$ cat config.mk
export PLATFORM = sky130hd
export DESIGN_NAME = code_table_bitstream_parser
export DESIGN_NICKNAME = d
export VERILOG_FILES = /design/src/rtl/cbp_pkg.sv /design/src/rtl/cbp_step.sv /design/src/rtl/cbp_result_reg.sv /design/src/rtl/code_table_bitstream_parser.sv
export SDC_FILE = /design/constraint.sdc
export NUM_CORES = 1
export LEC_CHECK = 0
export ABC_AREA = 1
export BUFFER_PORTS_ARGS = -buffer_cell sky130_fd_sc_hd__buf_2
export CAP_MARGIN = 20
export CORE_AREA = 8 8 163 165
export CTS_CLUSTER_SIZE = 20
export DETAILED_ROUTE_END_ITERATION = 7
export DIE_AREA = 0 0 171 173
export GPL_TIMING_DRIVEN = 1
export PLACE_DENSITY = 0.71
export RECOVER_POWER = 25
export SKIP_CTS_REPAIR_TIMING = 1
export SLEW_MARGIN = 20
export SYNTH_ARGS = -nofsm -noshare
export SYNTH_HDL_FRONTEND = slang
export SYNTH_SLANG_ARGS = --single-unit
$ cat constraint.sdc
create_clock -name aclk -period 4.65 [get_ports aclk]
set_input_delay 0.93 -clock aclk [delete_from_list [all_inputs] [get_ports aclk]]
set_output_delay 0.93 -clock aclk [all_outputs]
set_load 0.03 [all_outputs]
$ cat src/rtl/cbp_pkg.sv
package cbp_pkg;

    localparam int NUM_SYMBOLS   = 256;
    localparam int MAX_CODE_BITS = 64;
    localparam int LEN_FIELD_BITS = 8;

    localparam logic [63:0] CODE_MASK = 64'hFFFF_FFFF_FFFF_FFFF >> (64 - MAX_CODE_BITS);
    localparam logic [7:0]  MAX_LEN   = 8'(MAX_CODE_BITS);
    localparam logic [9:0]  SYM_LIMIT = 10'(NUM_SYMBOLS);

    typedef struct packed {
        logic        in_code_phase;
        logic [7:0]  bits_left;
        logic [7:0]  length;
        logic [63:0] code_shift;
        logic [8:0]  symbol_count;
        logic        table_done;
    } parse_state_t;

    typedef struct packed {
        logic [7:0]  symbol;
        logic [7:0]  code_length;
        logic [63:0] code_bits;
        logic        too_long;
        logic        last_entry;
    } entry_t;

    localparam parse_state_t STATE_RESET = '{
        in_code_phase: 1'b0,
        bits_left:     8'(LEN_FIELD_BITS),
        length:        8'd0,
        code_shift:    64'd0,
        symbol_count:  9'd0,
        table_done:    1'b0
    };

    // Keep the low n bits of a byte, n in 0..8.
    function automatic logic [7:0] low_bits(input logic [7:0] b, input logic [3:0] n);
        low_bits = b & ~(8'hFF << n);
    endfunction

endpackage

$ cat src/rtl/cbp_step.sv
module cbp_step
    import cbp_pkg::*;
(
    input  parse_state_t st,
    input  logic [7:0]   data_byte,
    output parse_state_t st_next,
    output logic         emit,
    output entry_t       entry
);

    logic [3:0]  len_bits;
    logic [3:0]  rest;
    logic [3:0]  tail;
    logic [3:0]  take;
    logic [15:0] len_window;
    logic [7:0]  len_new;
    logic [7:0]  rest_bits;
    logic [7:0]  short_code;
    logic [71:0] code_window;
    logic [63:0] code_new;
    logic [7:0]  emit_len;
    logic [63:0] emit_code;
    logic [9:0]  count_inc;
    logic        last;

    always_comb begin
        len_bits    = st.bits_left[3:0];
        rest        = 4'd8 - len_bits;
        len_window  = {st.length, data_byte} >> rest;
        len_new     = len_window[7:0];
        rest_bits   = low_bits(data_byte, rest);
        short_code  = rest_bits >> (rest - len_new[3:0]);
        take        = (st.bits_left <= 8'd8) ? st.bits_left[3:0] : 4'd8;
        code_window = {st.code_shift, data_byte} >> (4'd8 - take);
        code_new    = code_window[63:0] & CODE_MASK;
        count_inc   = {1'b0, st.symbol_count} + 10'd1;
        last        = count_inc >= SYM_LIMIT;

        st_next   = st;
        emit      = 1'b0;
        emit_len  = 8'd0;
        emit_code = 64'd0;
        tail      = 4'd0;

        if (!st.in_code_phase) begin
            // Finish the length field, then maybe a short code in the same byte.
            if (len_new == 8'd0) begin
                emit = 1'b1;
                tail = rest;
            end else if (len_new <= {4'd0, rest}) begin
                emit      = 1'b1;
                emit_len  = len_new;
                emit_code = {56'd0, short_code} & CODE_MASK;
                tail      = rest - len_new[3:0];
            end else begin
                st_next.in_code_phase = 1'b1;
                st_next.length        = len_new;
                st_next.bits_left     = len_new - {4'd0, rest};
                st_next.code_shift    = {56'd0, rest_bits} & CODE_MASK;
            end
        end else begin
            if (st.bits_left <= 8'd8) begin
                emit      = 1'b1;
                emit_len  = st.length;
                emit_code = code_new;
                tail      = 4'd8 - take;
            end else begin
                st_next.bits_left  = st.bits_left - 8'd8;
                st_next.code_shift = code_new;
            end
        end

        entry.symbol      = st.symbol_count[7:0];
        entry.code_length = emit_len;
        entry.code_bits   = emit_code;
        entry.too_long    = emit_len > MAX_LEN;
        entry.last_entry  = last;

        if (emit) begin
            // Leftover bits of the byte open the next length field.
            st_next.in_code_phase = 1'b0;
            st_next.length        = low_bits(data_byte, tail);
            st_next.bits_left     = 8'(LEN_FIELD_BITS) - {4'd0, tail};
            st_next.code_shift    = 64'd0;
            st_next.symbol_count  = count_inc[8:0];
            st_next.table_done    = last;
        end

        if (st.table_done) begin
            st_next = st;
            emit    = 1'b0;
        end
    end

endmodule

$ cat src/rtl/cbp_result_reg.sv
module cbp_result_reg
    import cbp_pkg::*;
(
    input  logic   aclk,
    input  logic   aresetn,
    input  logic   load,
    input  entry_t load_data,
    output logic   free,
    output logic   m_valid,
    input  logic   m_ready,
    output entry_t m_data
);

    logic   valid_reg;
    logic   valid_next;
    entry_t data_reg;

    assign free    = !valid_reg || m_ready;
    assign m_valid = valid_reg;
    assign m_data  = data_reg;

    always_comb begin
        valid_next = valid_reg;
        if (load) begin
            valid_next = 1'b1;
        end else if (m_ready) begin
            valid_next = 1'b0;
        end
    end

    always_ff @(posedge aclk) begin
        if (!aresetn) begin
            valid_reg <= 1'b0;
        end else begin
            valid_reg <= valid_next;
        end
    end

    // Load only when the slot is empty or being drained this cycle.
    always_ff @(posedge aclk) begin
        if (load) begin
            data_reg <= load_data;
        end
    end

endmodule

$ cat src/rtl/code_table_bitstream_parser.sv
// Codebook bitstream parser. Accepts one packed-codebook byte per beat on the
// s_ channel and reads it MSB first; bits run on across bytes with no
// alignment. Each entry is an 8-bit code length followed by that many code
// bits. For each finished entry one beat leaves on the m_ channel with the
// symbol number (counting from 0), the declared length, the code right-aligned
// (first bit read is the most significant; codes longer than 64 bits keep the
// last 64 and raise m_too_long), and m_last_entry on entry 255. Every entry is
// at least 8 bits long, so a byte finishes at most one entry and yields zero or
// one result beats. Once the last entry has gone out, all further bytes are
// accepted and dropped until reset. Throughput is one byte per clock while
// the result register is free: a byte sits in the input register, the whole
// 8-bit step of the parser is resolved in combinational logic, and the entry
// it finishes lands in the result register. The input register advances
// whenever the result register is empty or being drained in the same cycle.
module code_table_bitstream_parser
    import cbp_pkg::*;
(
    input  logic        aclk,
    input  logic        aresetn,
    input  logic        s_valid,
    output logic        s_ready,
    input  logic [7:0]  s_data_byte,
    output logic        m_valid,
    input  logic        m_ready,
    output logic [7:0]  m_symbol,
    output logic [7:0]  m_code_length,
    output logic [63:0] m_code_bits,
    output logic        m_too_long,
    output logic        m_last_entry
);

    // Input register: one byte beat waiting for the parser step.
    logic         in_valid_reg;
    logic         in_valid_next;
    logic [7:0]   in_byte_reg;

    // Parser state carried across bytes.
    parse_state_t state_reg;
    parse_state_t state_step;

    logic         step_emit;
    entry_t       step_entry;
    logic         out_free;
    logic         fire;
    logic         load;
    entry_t       m_data;

    cbp_step u_step (
        .st        (state_reg),
        .data_byte (in_byte_reg),
        .st_next   (state_step),
        .emit      (step_emit),
        .entry     (step_entry)
    );

    // Consume the held byte once the result slot can take whatever it yields.
    assign fire    = in_valid_reg && out_free;
    assign load    = fire && step_emit;
    assign s_ready = !in_valid_reg || fire;

    always_comb begin
        in_valid_next = in_valid_reg;
        if (s_valid && s_ready) begin
            in_valid_next = 1'b1;
        end else if (fire) begin
            in_valid_next = 1'b0;
        end
    end

    always_ff @(posedge aclk) begin
        if (!aresetn) begin
            in_valid_reg <= 1'b0;
            state_reg    <= STATE_RESET;
        end else begin
            in_valid_reg <= in_valid_next;
            if (fire) begin
                state_reg <= state_step;
            end
        end
    end

    always_ff @(posedge aclk) begin
        if (s_valid && s_ready) begin
            in_byte_reg <= s_data_byte;
        end
    end

    cbp_result_reg u_result (
        .aclk      (aclk),
        .aresetn   (aresetn),
        .load      (load),
        .load_data (step_entry),
        .free      (out_free),
        .m_valid   (m_valid),
        .m_ready   (m_ready),
        .m_data    (m_data)
    );

    assign m_symbol      = m_data.symbol;
    assign m_code_length = m_data.code_length;
    assign m_code_bits   = m_data.code_bits;
    assign m_too_long    = m_data.too_long;
    assign m_last_entry  = m_data.last_entry;

`ifndef SYNTHESIS
    // Once the table is complete, it stays complete until reset.
    a_done_sticky: assert property (@(posedge aclk) disable iff (!aresetn)
        state_reg.table_done |=> state_reg.table_done)
        else $error("table_done cleared without reset");

    // No entry comes out after the table is complete.
    a_no_emit_after_done: assert property (@(posedge aclk) disable iff (!aresetn)
        state_reg.table_done |-> !load)
        else $error("entry emitted after table end");

    // Emitting the last entry closes the table.
    a_last_closes: assert property (@(posedge aclk) disable iff (!aresetn)
        (load && step_entry.last_entry) |=> state_reg.table_done)
        else $error("last entry did not close the table");

    // A length field always has between one and eight bits to go.
    a_len_field_range: assert property (@(posedge aclk) disable iff (!aresetn)
        !state_reg.in_code_phase |->
            (state_reg.bits_left >= 8'd1 && state_reg.bits_left <= 8'd8))
        else $error("length field bit count out of range");

    // In the code phase there is always at least one code bit pending.
    a_code_pending: assert property (@(posedge aclk) disable iff (!aresetn)
        state_reg.in_code_phase |-> (state_reg.bits_left != 8'd0))
        else $error("code phase with no bits left");
`endif

endmodule
---- Word level (Yosys, flattened, before mapping) ----
Cells that the tools add are included.
cells by class
  $add $sub $neg .......................... 7
  $lt $le $gt $ge ......................... 4
  eq/ne operators ......................... 6
  shift operators ......................... 5
  multiplexer cells ....................... 32
  bitwise gates (word level) .............. 5
  reduce and logical (&&, ||, !) cells .... 14
operators by type and width
  cell                                                                                   count
  64-bit 2-to-1 mux                                                                      5
  81-bit 2-to-1 mux                                                                      2
  91-bit 2-to-1 mux                                                                      1
  72-bit by 4-bit >> shifter with 64-bit output                                          1
  8-bit 2-to-1 mux                                                                       8
  4-bit 2-to-1 mux                                                                       5
  8-bit bitwise AND                                                                      2
  8-bit NOT                                                                              2
  8-bit by 4-bit left shift with 8-bit output (first input constant)                     2
  16-bit by 4-bit >> shifter with 8-bit output                                           1
  1-bit 2-to-1 mux                                                                       11
  9-bit by 1-bit adder with 10-bit output (second input constant)                        1
  10-bit by 9-bit greater-or-equal comparator with 1-bit output (second input constant)  1
  5-bit AND reduction                                                                    2
  3-bit inequality test (second input constant)                                          3
  8-bit by 7-bit greater-than comparator with 1-bit output (second input constant)       1
  8-bit by 4-bit less-or-equal comparator with 1-bit output                              1
  8-bit by 4-bit less-or-equal comparator with 1-bit output (second input constant)      1
  8-bit logical NOT                                                                      1
  8-bit by 4-bit >> shifter with 8-bit output                                            1
  4-bit subtractor (first input constant)                                                2
  8-bit by 4-bit subtractor with 8-bit output                                            1
  8-bit by 4-bit subtractor with 8-bit output (second input constant)                    1
  4-bit by 4-bit subtractor with 5-bit output (first input constant)                     1
  10 further kinds                                                                       16
word-level totals
  register bits ........................... 183
  input bits .............................. 12
  output and inout bits ................... 84
  logic and storage cells ................. 87

---- Depth between registers and ports, before layout ----
Gate-level depths: netlist of the first run.
  depth in word-level cells ............... 11
  depth in mapped cells ................... 28
  depth with buffers taken out ............ 23

---- By module ----
Synthesis of the first run repeated with hierarchy kept, for this count alone.
second synthesis, totals
  cells, all modules ...................... 2328
  area, all modules ....................... 14092.3 µm²
by module, submodules not included
  module                       instances  cells each  area an instance (µm²)  seq. area each (µm²)
  cbp_step                     1          1649        7551.0                  0.0
  code_table_bitstream_parser  1          591         4032.6                  2082.0
  cbp_result_reg               1          88          2508.7                  2482.4

---- Worst setup path before layout of the first run ----
Ideal clock, no wire load.
  path type ............................... reg2reg
  from .................................... register state_reg[82] (netlist name)
  to ...................................... register state_reg[5] (netlist name)
  setup time .............................. 0.115 ns
  data arrival time ....................... 4.298 ns
  data required time ...................... 4.535 ns
  path slack .............................. 0.238 ns
  stages on the path, launching flop included .. 26
  path buffers ............................ 4
  cells stage by stage .................... dfxtp_1 buf_6 inv_4 buf_6 ha_1 inv_1 ha_1 buf_2 inv_1 buf_2 nand3_1 nand3_1 nand2_1 ha_1 inv_1 nor2_1 nand3_2 nand2_4 nor2_2 inv_2 nand2_1 inv_2 nand3_1 nor2_1 nor2_1 o21a_1
between the ends
  word-level cells in the longest chain between the ends .. 7
  elaborated cells between the ends (all ways) .. 10
  those cells by class .................... add/sub: 1; order compare: 2; shift: 1; mux: 4; reduce/logical: 2
RTL lines
  element                                                    RTL line                           RTL
  start: declaration                                         code_table_bitstream_parser.sv:38  parse_state_t state_reg;
  start signal: assignment                                   code_table_bitstream_parser.sv:77  state_reg <= state_step;
  4-bit subtractor                                           cbp_step.sv:28                     rest = 4'd8 - len_bits;
  16-bit by 4-bit >> shifter with 8-bit output               cbp_step.sv:29                     len_window = {st.length, data_byte} >> rest;
  8-bit by 4-bit less-or-equal comparator with 1-bit output  cbp_step.sv:50                     end else if (len_new <= {4'd0, rest}) begin
  1-bit 2-to-1 mux                                           cbp_step.sv:50
  1-bit 2-to-1 mux                                           cbp_step.sv:47                     if (len_new == 8'd0) begin
  1-bit 2-to-1 mux *                                         cbp_step.sv:45                     if (!st.in_code_phase) begin
  3-bit AND reduction (no line) *                            --
Mark *: on every way between the ends. The rest lies on a longest branch, timed or not.
A chain may end at the register's enable or synchronous reset.

---- Worst setup path in the final report of the first run ----
  from .................................... register state_reg[83] (netlist name)
  to ...................................... register state_reg[90] (netlist name)
between the ends
  word-level cells in the longest chain between the ends .. 7
  elaborated cells between the ends (all ways) .. 13
  those cells by class .................... add/sub: 1; order compare: 2; shift: 1; mux: 8; reduce/logical: 1
RTL lines
  element                                                    RTL line        RTL
  4-bit subtractor                                           cbp_step.sv:28
  16-bit by 4-bit >> shifter with 8-bit output               cbp_step.sv:29
  8-bit by 4-bit less-or-equal comparator with 1-bit output  cbp_step.sv:50
  81-bit 2-to-1 mux or 1-bit 2-to-1 mux (tied branches)      cbp_step.sv:50
  81-bit 2-to-1 mux or 1-bit 2-to-1 mux (tied branches)      cbp_step.sv:47
  1-bit 2-to-1 mux                                           cbp_step.sv:45
  91-bit 2-to-1 mux *                                        cbp_step.sv:79  if (emit) begin
Mark *: on every way between the ends. The rest lies on a longest branch, timed or not. The select of a mux whose other input is x is not followed.

==> results of run 1 <==
==> how the worst max path moves through the flow <==
stage          slack [ns]                  end
6_report             0.46        state_reg[90]
5_1_grt              0.16        state_reg[90]
4_1_cts              0.47        state_reg[90]
3_5_place_dp         0.49        state_reg[90]
3_3_place_gp         0.63  u_result.m_data[13]
2_1_floorplan        0.24         state_reg[5]
==> critical path: cells and delay by family, from the launching register on <==
family / cells / cell delay (ns)
compound gates: 1 / 0.20
fa+ha+maj: 4 / 1.06
buf+inv: 7 / 1.44
flops: 1 / 0.38
simple gates: 8 / 1.00
==> cell usage in the layout (no fill, tap or decap), types with 36 or more instances in the layout <==
cell type  count
nand2_1      463
nor2_1       104
mux2i_1       41
a21oi_1      108
inv_1        157
o21ai_0      213
edfxtp_1      90
or2_2         36
dfxtp_1       93
clkbuf_1      60
nand3_1      111
==> cell families after synthesis <==
group	Yosys count	share of synthesized area, %
compound gates	394	18.2
xor+xnor	7	0.523
fa+ha+maj	16	1.83
buf+inv	274	9.53
flops	183	38.9
mux	41	3.50
simple gates	760	27.5
==> cell type report <==
class | instances | share of cell area [%]
multi-input cells | 1218 | 47.1
flip-flops and latches | 183 | 35.4
inverters | 173 | 5.11
repair buffers | 118 | 4.74
clock buffers | 17 | 3.30
well taps | 324 | 3.15
clock inverters | 15 | 1.22
==> metrics by stage <==
step           setup WS (ns)  cells  instance area [µm²]  util (%)  hold WS (ns)
5_1_grt                0.162   2048                12900      53.8         0.472
6_report               0.458   2048                12900      53.8         0.453
3_3_place_gp           0.630   2016                12400      51.7         0.437
3_5_place_dp           0.493   2016                12400      51.7         0.448
2_1_floorplan          0.238   1675                11700         -         0.430
4_1_cts                0.465   2048                13000      54.1         0.458
==> metal layers <==
layer | global-route usage, % | vias to the layer above | share of wire [%]
met5 | 0 | - | 0
met4 | 5.69 | 0 | 1.6
met3 | 3.53 | 36 | 7.6
met2 | 35.3 | 439 | 45
met1 | 30.9 | 5160 | 46
li1 | - | 5594 | -
==> impl_metrics.ini, run 1 <==
[global_routing]
grt_pass1_wl_mm = 53.8
grt_start_max_net_pins = 68
antenna_found_initial = 0
grtUsageTotal_pct = 22.2
grt_pass1_vias = 10300
overflow = 0

[cts]
ctsHtreeMaxLevel = 4
clkSlewWorstSetupHoldPaths_ns = 0.07
cts_made_buffers = 17
cts_root_buf = clkbuf_16
clk_path_buf_depth = 2
clock_sinks = 183
cts_tree = done
worstSkewPairLatency_ns = 0.44

[timing]
max-slew-margin-rel_pct = 34.7
finalSetupViolCount = 0
post-route-period-util_pct = 90.1
setup_tns_ns = 0
slew_violations = 0
final-hold-violation-count = 0
max_freq_mhz = 239
rsz0062_at_grt = no
worst_slew_pin_slew_ns = 0.978
finalCriticalPeriod_ns = 4.19
fin_skew_ns = 0.0164

[synthesis]
synth_area_leaders = edfxtp_1, dfxtp_1, nand2_1
yosys.area.top_type = edfxtp_1
yosysMostFrequentCell = nand2_1
synth_common_cells = nand2_1, o21ai_0, inv_1
synth_ff_type = dfxtp_1
synth_edf_count = 90
syn_area_um2 = 11700
synth_top_cell_area_share_pct = 23.0
netlist_instances = 1675
synth.distinct_cells = 50
ys_async_sr_fraction_pct = 0
synth.avg_cell_area_um2 = 7.00
yosysSeqAreaShare_pct = 38.9
yosysWarnings = 0
syn_nets = 1703
synth-seq-cells = 183

[floorplanning]
start_util_pct = 49.0
die_h_um = 173
dieArea_um2 = 29600
dieWidth_um = 171
fp.coreArea_um2 = 24000
io_pins = 96
num_rows = 57

[detailed_routing]
wl_per_cell_um = 16.2
drc = 0
vias = 11200
drtAntennaViolNets = 0
first_iter_violations = 1206
finalWirelength_mm = 33.1
via_per_inst = 5.48
drt-pass1-iter-count = 6

[run]
max_cap_viol_count = 0

[hold_path]
hp-class = reg2reg
worstHoldStart = state_reg[0]
min_to = state_reg[0]
hold_depth = 2

[setup_path]
cp.required_ns = 5.00
startpoint = state_reg[83]
r2r_start = state_reg[83]
crit_path_start_kind = flop
critPathKind = reg2reg
crit_fanout = 23
setup.worst_path.end_class = flop
worstPathCellList = inv_1 -> ha_1 -> inv_1 -> ha_1 -> inv_1 -> nand3_1 -> nand3_1 -> nand2_1 -> ha_1 -> fa_1 -> inv_1 -> nand4_1 -> nand3_2 -> nand2_4 -> nor2_2 -> inv_2 -> nand2_1 -> clkinv_2 -> buf_4 -> a211oi_1
cp_slowest_cell = inv_1
reg2reg_depth = 20
slowest_delay_ns = 0.39
cp_common_cell = inv_1
arrival_ns = 4.54
ff2ff_setup_slack_ns = 0.46
r2r_end = state_reg[90]

[finish]
n_fill_cell = 2418
regArea_um2 = 4560
areaGrowthSynthToFinish_pct = 9.85
largest_reg_flops = 91
num-nets-final = 1739
multiInputGateArea_um2 = 6060
diodes = 0
final_layout_size_suffix_gt1_share_pct = 10.2

[placed_design]
gp_congestion = 0.956
hpwl_mm = 23.4
port_buffers = 95

[status]
outcome = finished, final reports clean
Power of run 1 is not shown: default switching activity piles up to over one toggle a cycle in this logic, so the estimate is an artifact.
==> run 2, diff against run 1 <==
Settings changed: PLACE_DENSITY 0.71 to 0.69.
Clock period 4.65 ns to 4.29 ns, I/O delays scaled along.
==> impl_metrics.ini, run 2 (synthesis gave the netlist of run 1 again) <==
[status]
outcome = complete, but fails checks
failed_checks = capacitance limit, slew limit

[detailed_routing]
via_per_inst = 5.47
finalWirelength_mm = 33.1
vias = 11300
drt-pass1-iter-count = 5
drtAntennaViolNets = 0
drc = 0
first_iter_violations = 1094
wl_per_cell_um = 16.1

[global_routing]
grt_pass1_vias = 10300
grt_pass1_wl_mm = 53.3
antenna_found_initial = 0
grtUsageTotal_pct = 22.0
overflow = 0
grt_start_max_net_pins = 82

[setup_path]
setup.worst_path.end_class = flop
crit_family = adder cells
critPathBufInv = 5
cp.required_ns = 4.61
slowest_delay_ns = 0.57
critPathKind = reg2reg
arrival_ns = 4.27
cp_slowest_cell = fa_1
crit_fanout = 11
worstPathCellList = inv_1 -> ha_1 -> buf_4 -> nand3_1 -> nand3_1 -> nand3_1 -> nand2_1 -> inv_1 -> ha_1 -> inv_1 -> fa_1 -> nand2_1 -> a21oi_1 -> nand2_1 -> nand2_1 -> a21oi_2 -> inv_1 -> ha_1 -> o21ai_0 -> a21oi_1
crit_path_start_kind = flop

[cts]
cts_tree = done
ctsHtreeMaxLevel = 4
cts_made_buffers = 17
clk_path_buf_depth = 2
worstSkewPairLatency_ns = 0.44
clock_sinks = 183
cts_root_buf = clkbuf_16
clkSlewWorstSetupHoldPaths_ns = 0.07

[floorplanning]
dieWidth_um = 171
io_pins = 96
die_h_um = 173
fp.coreArea_um2 = 24000
dieArea_um2 = 29600
start_util_pct = 49.0
num_rows = 57

[finish]
largest_reg_flops = 91
final_common_cell = nand2_1
layout_common_cells = nand2_1, o21ai_0, inv_1
areaGrowthSynthToFinish_pct = 10.3
n_fill_cell = 2408
final_util_pct = 54.0
num-nets-final = 1750
final_layout_size_suffix_gt1_share_pct = 10.8
diodes = 0

[timing]
fin_skew_ns = 0.0170
setup_tns_ns = 0
worst_slew_pin_slew_ns = 1.69
max-slew-margin-rel_pct = -12.8
finalSetupViolCount = 0
post-route-period-util_pct = 92.2
rsz0062_at_grt = no
final-hold-violation-count = 0
finalCriticalPeriod_ns = 3.96
slew_violations = 50
max_freq_mhz = 253

[placed_design]
gp_congestion = 0.995
hpwl_mm = 23.2
port_buffers = 95

[hold_path]
hp-class = reg2reg

[run]
max_cap_viol_count = 1
==> run 2: changes by cell type in the layout (fill, tap and decap cells not counted), sizes merged <==
cell	previous run	this run
buf	58	69
inv	179	176
clkbuf	77	78
clkinvlp	0	2
==> run 2: worst paths after layout <==
kind                                    start                  end  slack, ns  cells past startpoint
worst max-delay path            state_reg[83]        state_reg[78]       0.33                     20
worst min-delay path             state_reg[4]  u_result.m_data[77]       0.46                      0
worst max register to register  state_reg[83]        state_reg[78]       0.33                     20
worst min register to register   state_reg[4]  u_result.m_data[77]       0.46                      0
==> run 2: layout make-up <==
cell class	instances	area, µm²	area share, %
multi-input combinational	1218	6060	46.8
sequential	183	4560	35.3
timing repair buffer	129	668	5.16
inverter	173	667	5.15
clock buffer	18	439	3.39
tap	324	405	3.13
clock inverter	14	136	1.05
==> run 2: routing by layer <==
| layer | vias to the layer above | routed length (µm) | global-route usage, % |
|---|---|---|---|
| met2 | 444 | 15000 | 34.9 |
| met3 | 47 | 2390 | 3.23 |
| met4 | 0 | 587 | 6.42 |
| met1 | 5160 | 15100 | 30.4 |
| met5 | - | 0 | 0 |
| li1 | 5607 | - | - |
==> run 2: stage by stage <==
step / hold WS [ns] / cell area, µm² / cells / setup slack [ns]
4_1_cts: 0.460 / 13000 / 2055 / 0.211
3_5_place_dp: 0.448 / 12400 / 2023 / 0.216
5_1_grt: 0.481 / 12900 / 2059 / 0.0420
6_report: 0.461 / 12900 / 2059 / 0.333
2_1_floorplan: 0.430 / 11700 / 1675 / 0.277
3_3_place_gp: 0.440 / 12400 / 2023 / 0.350
Power of run 2 is left out for the same reason.
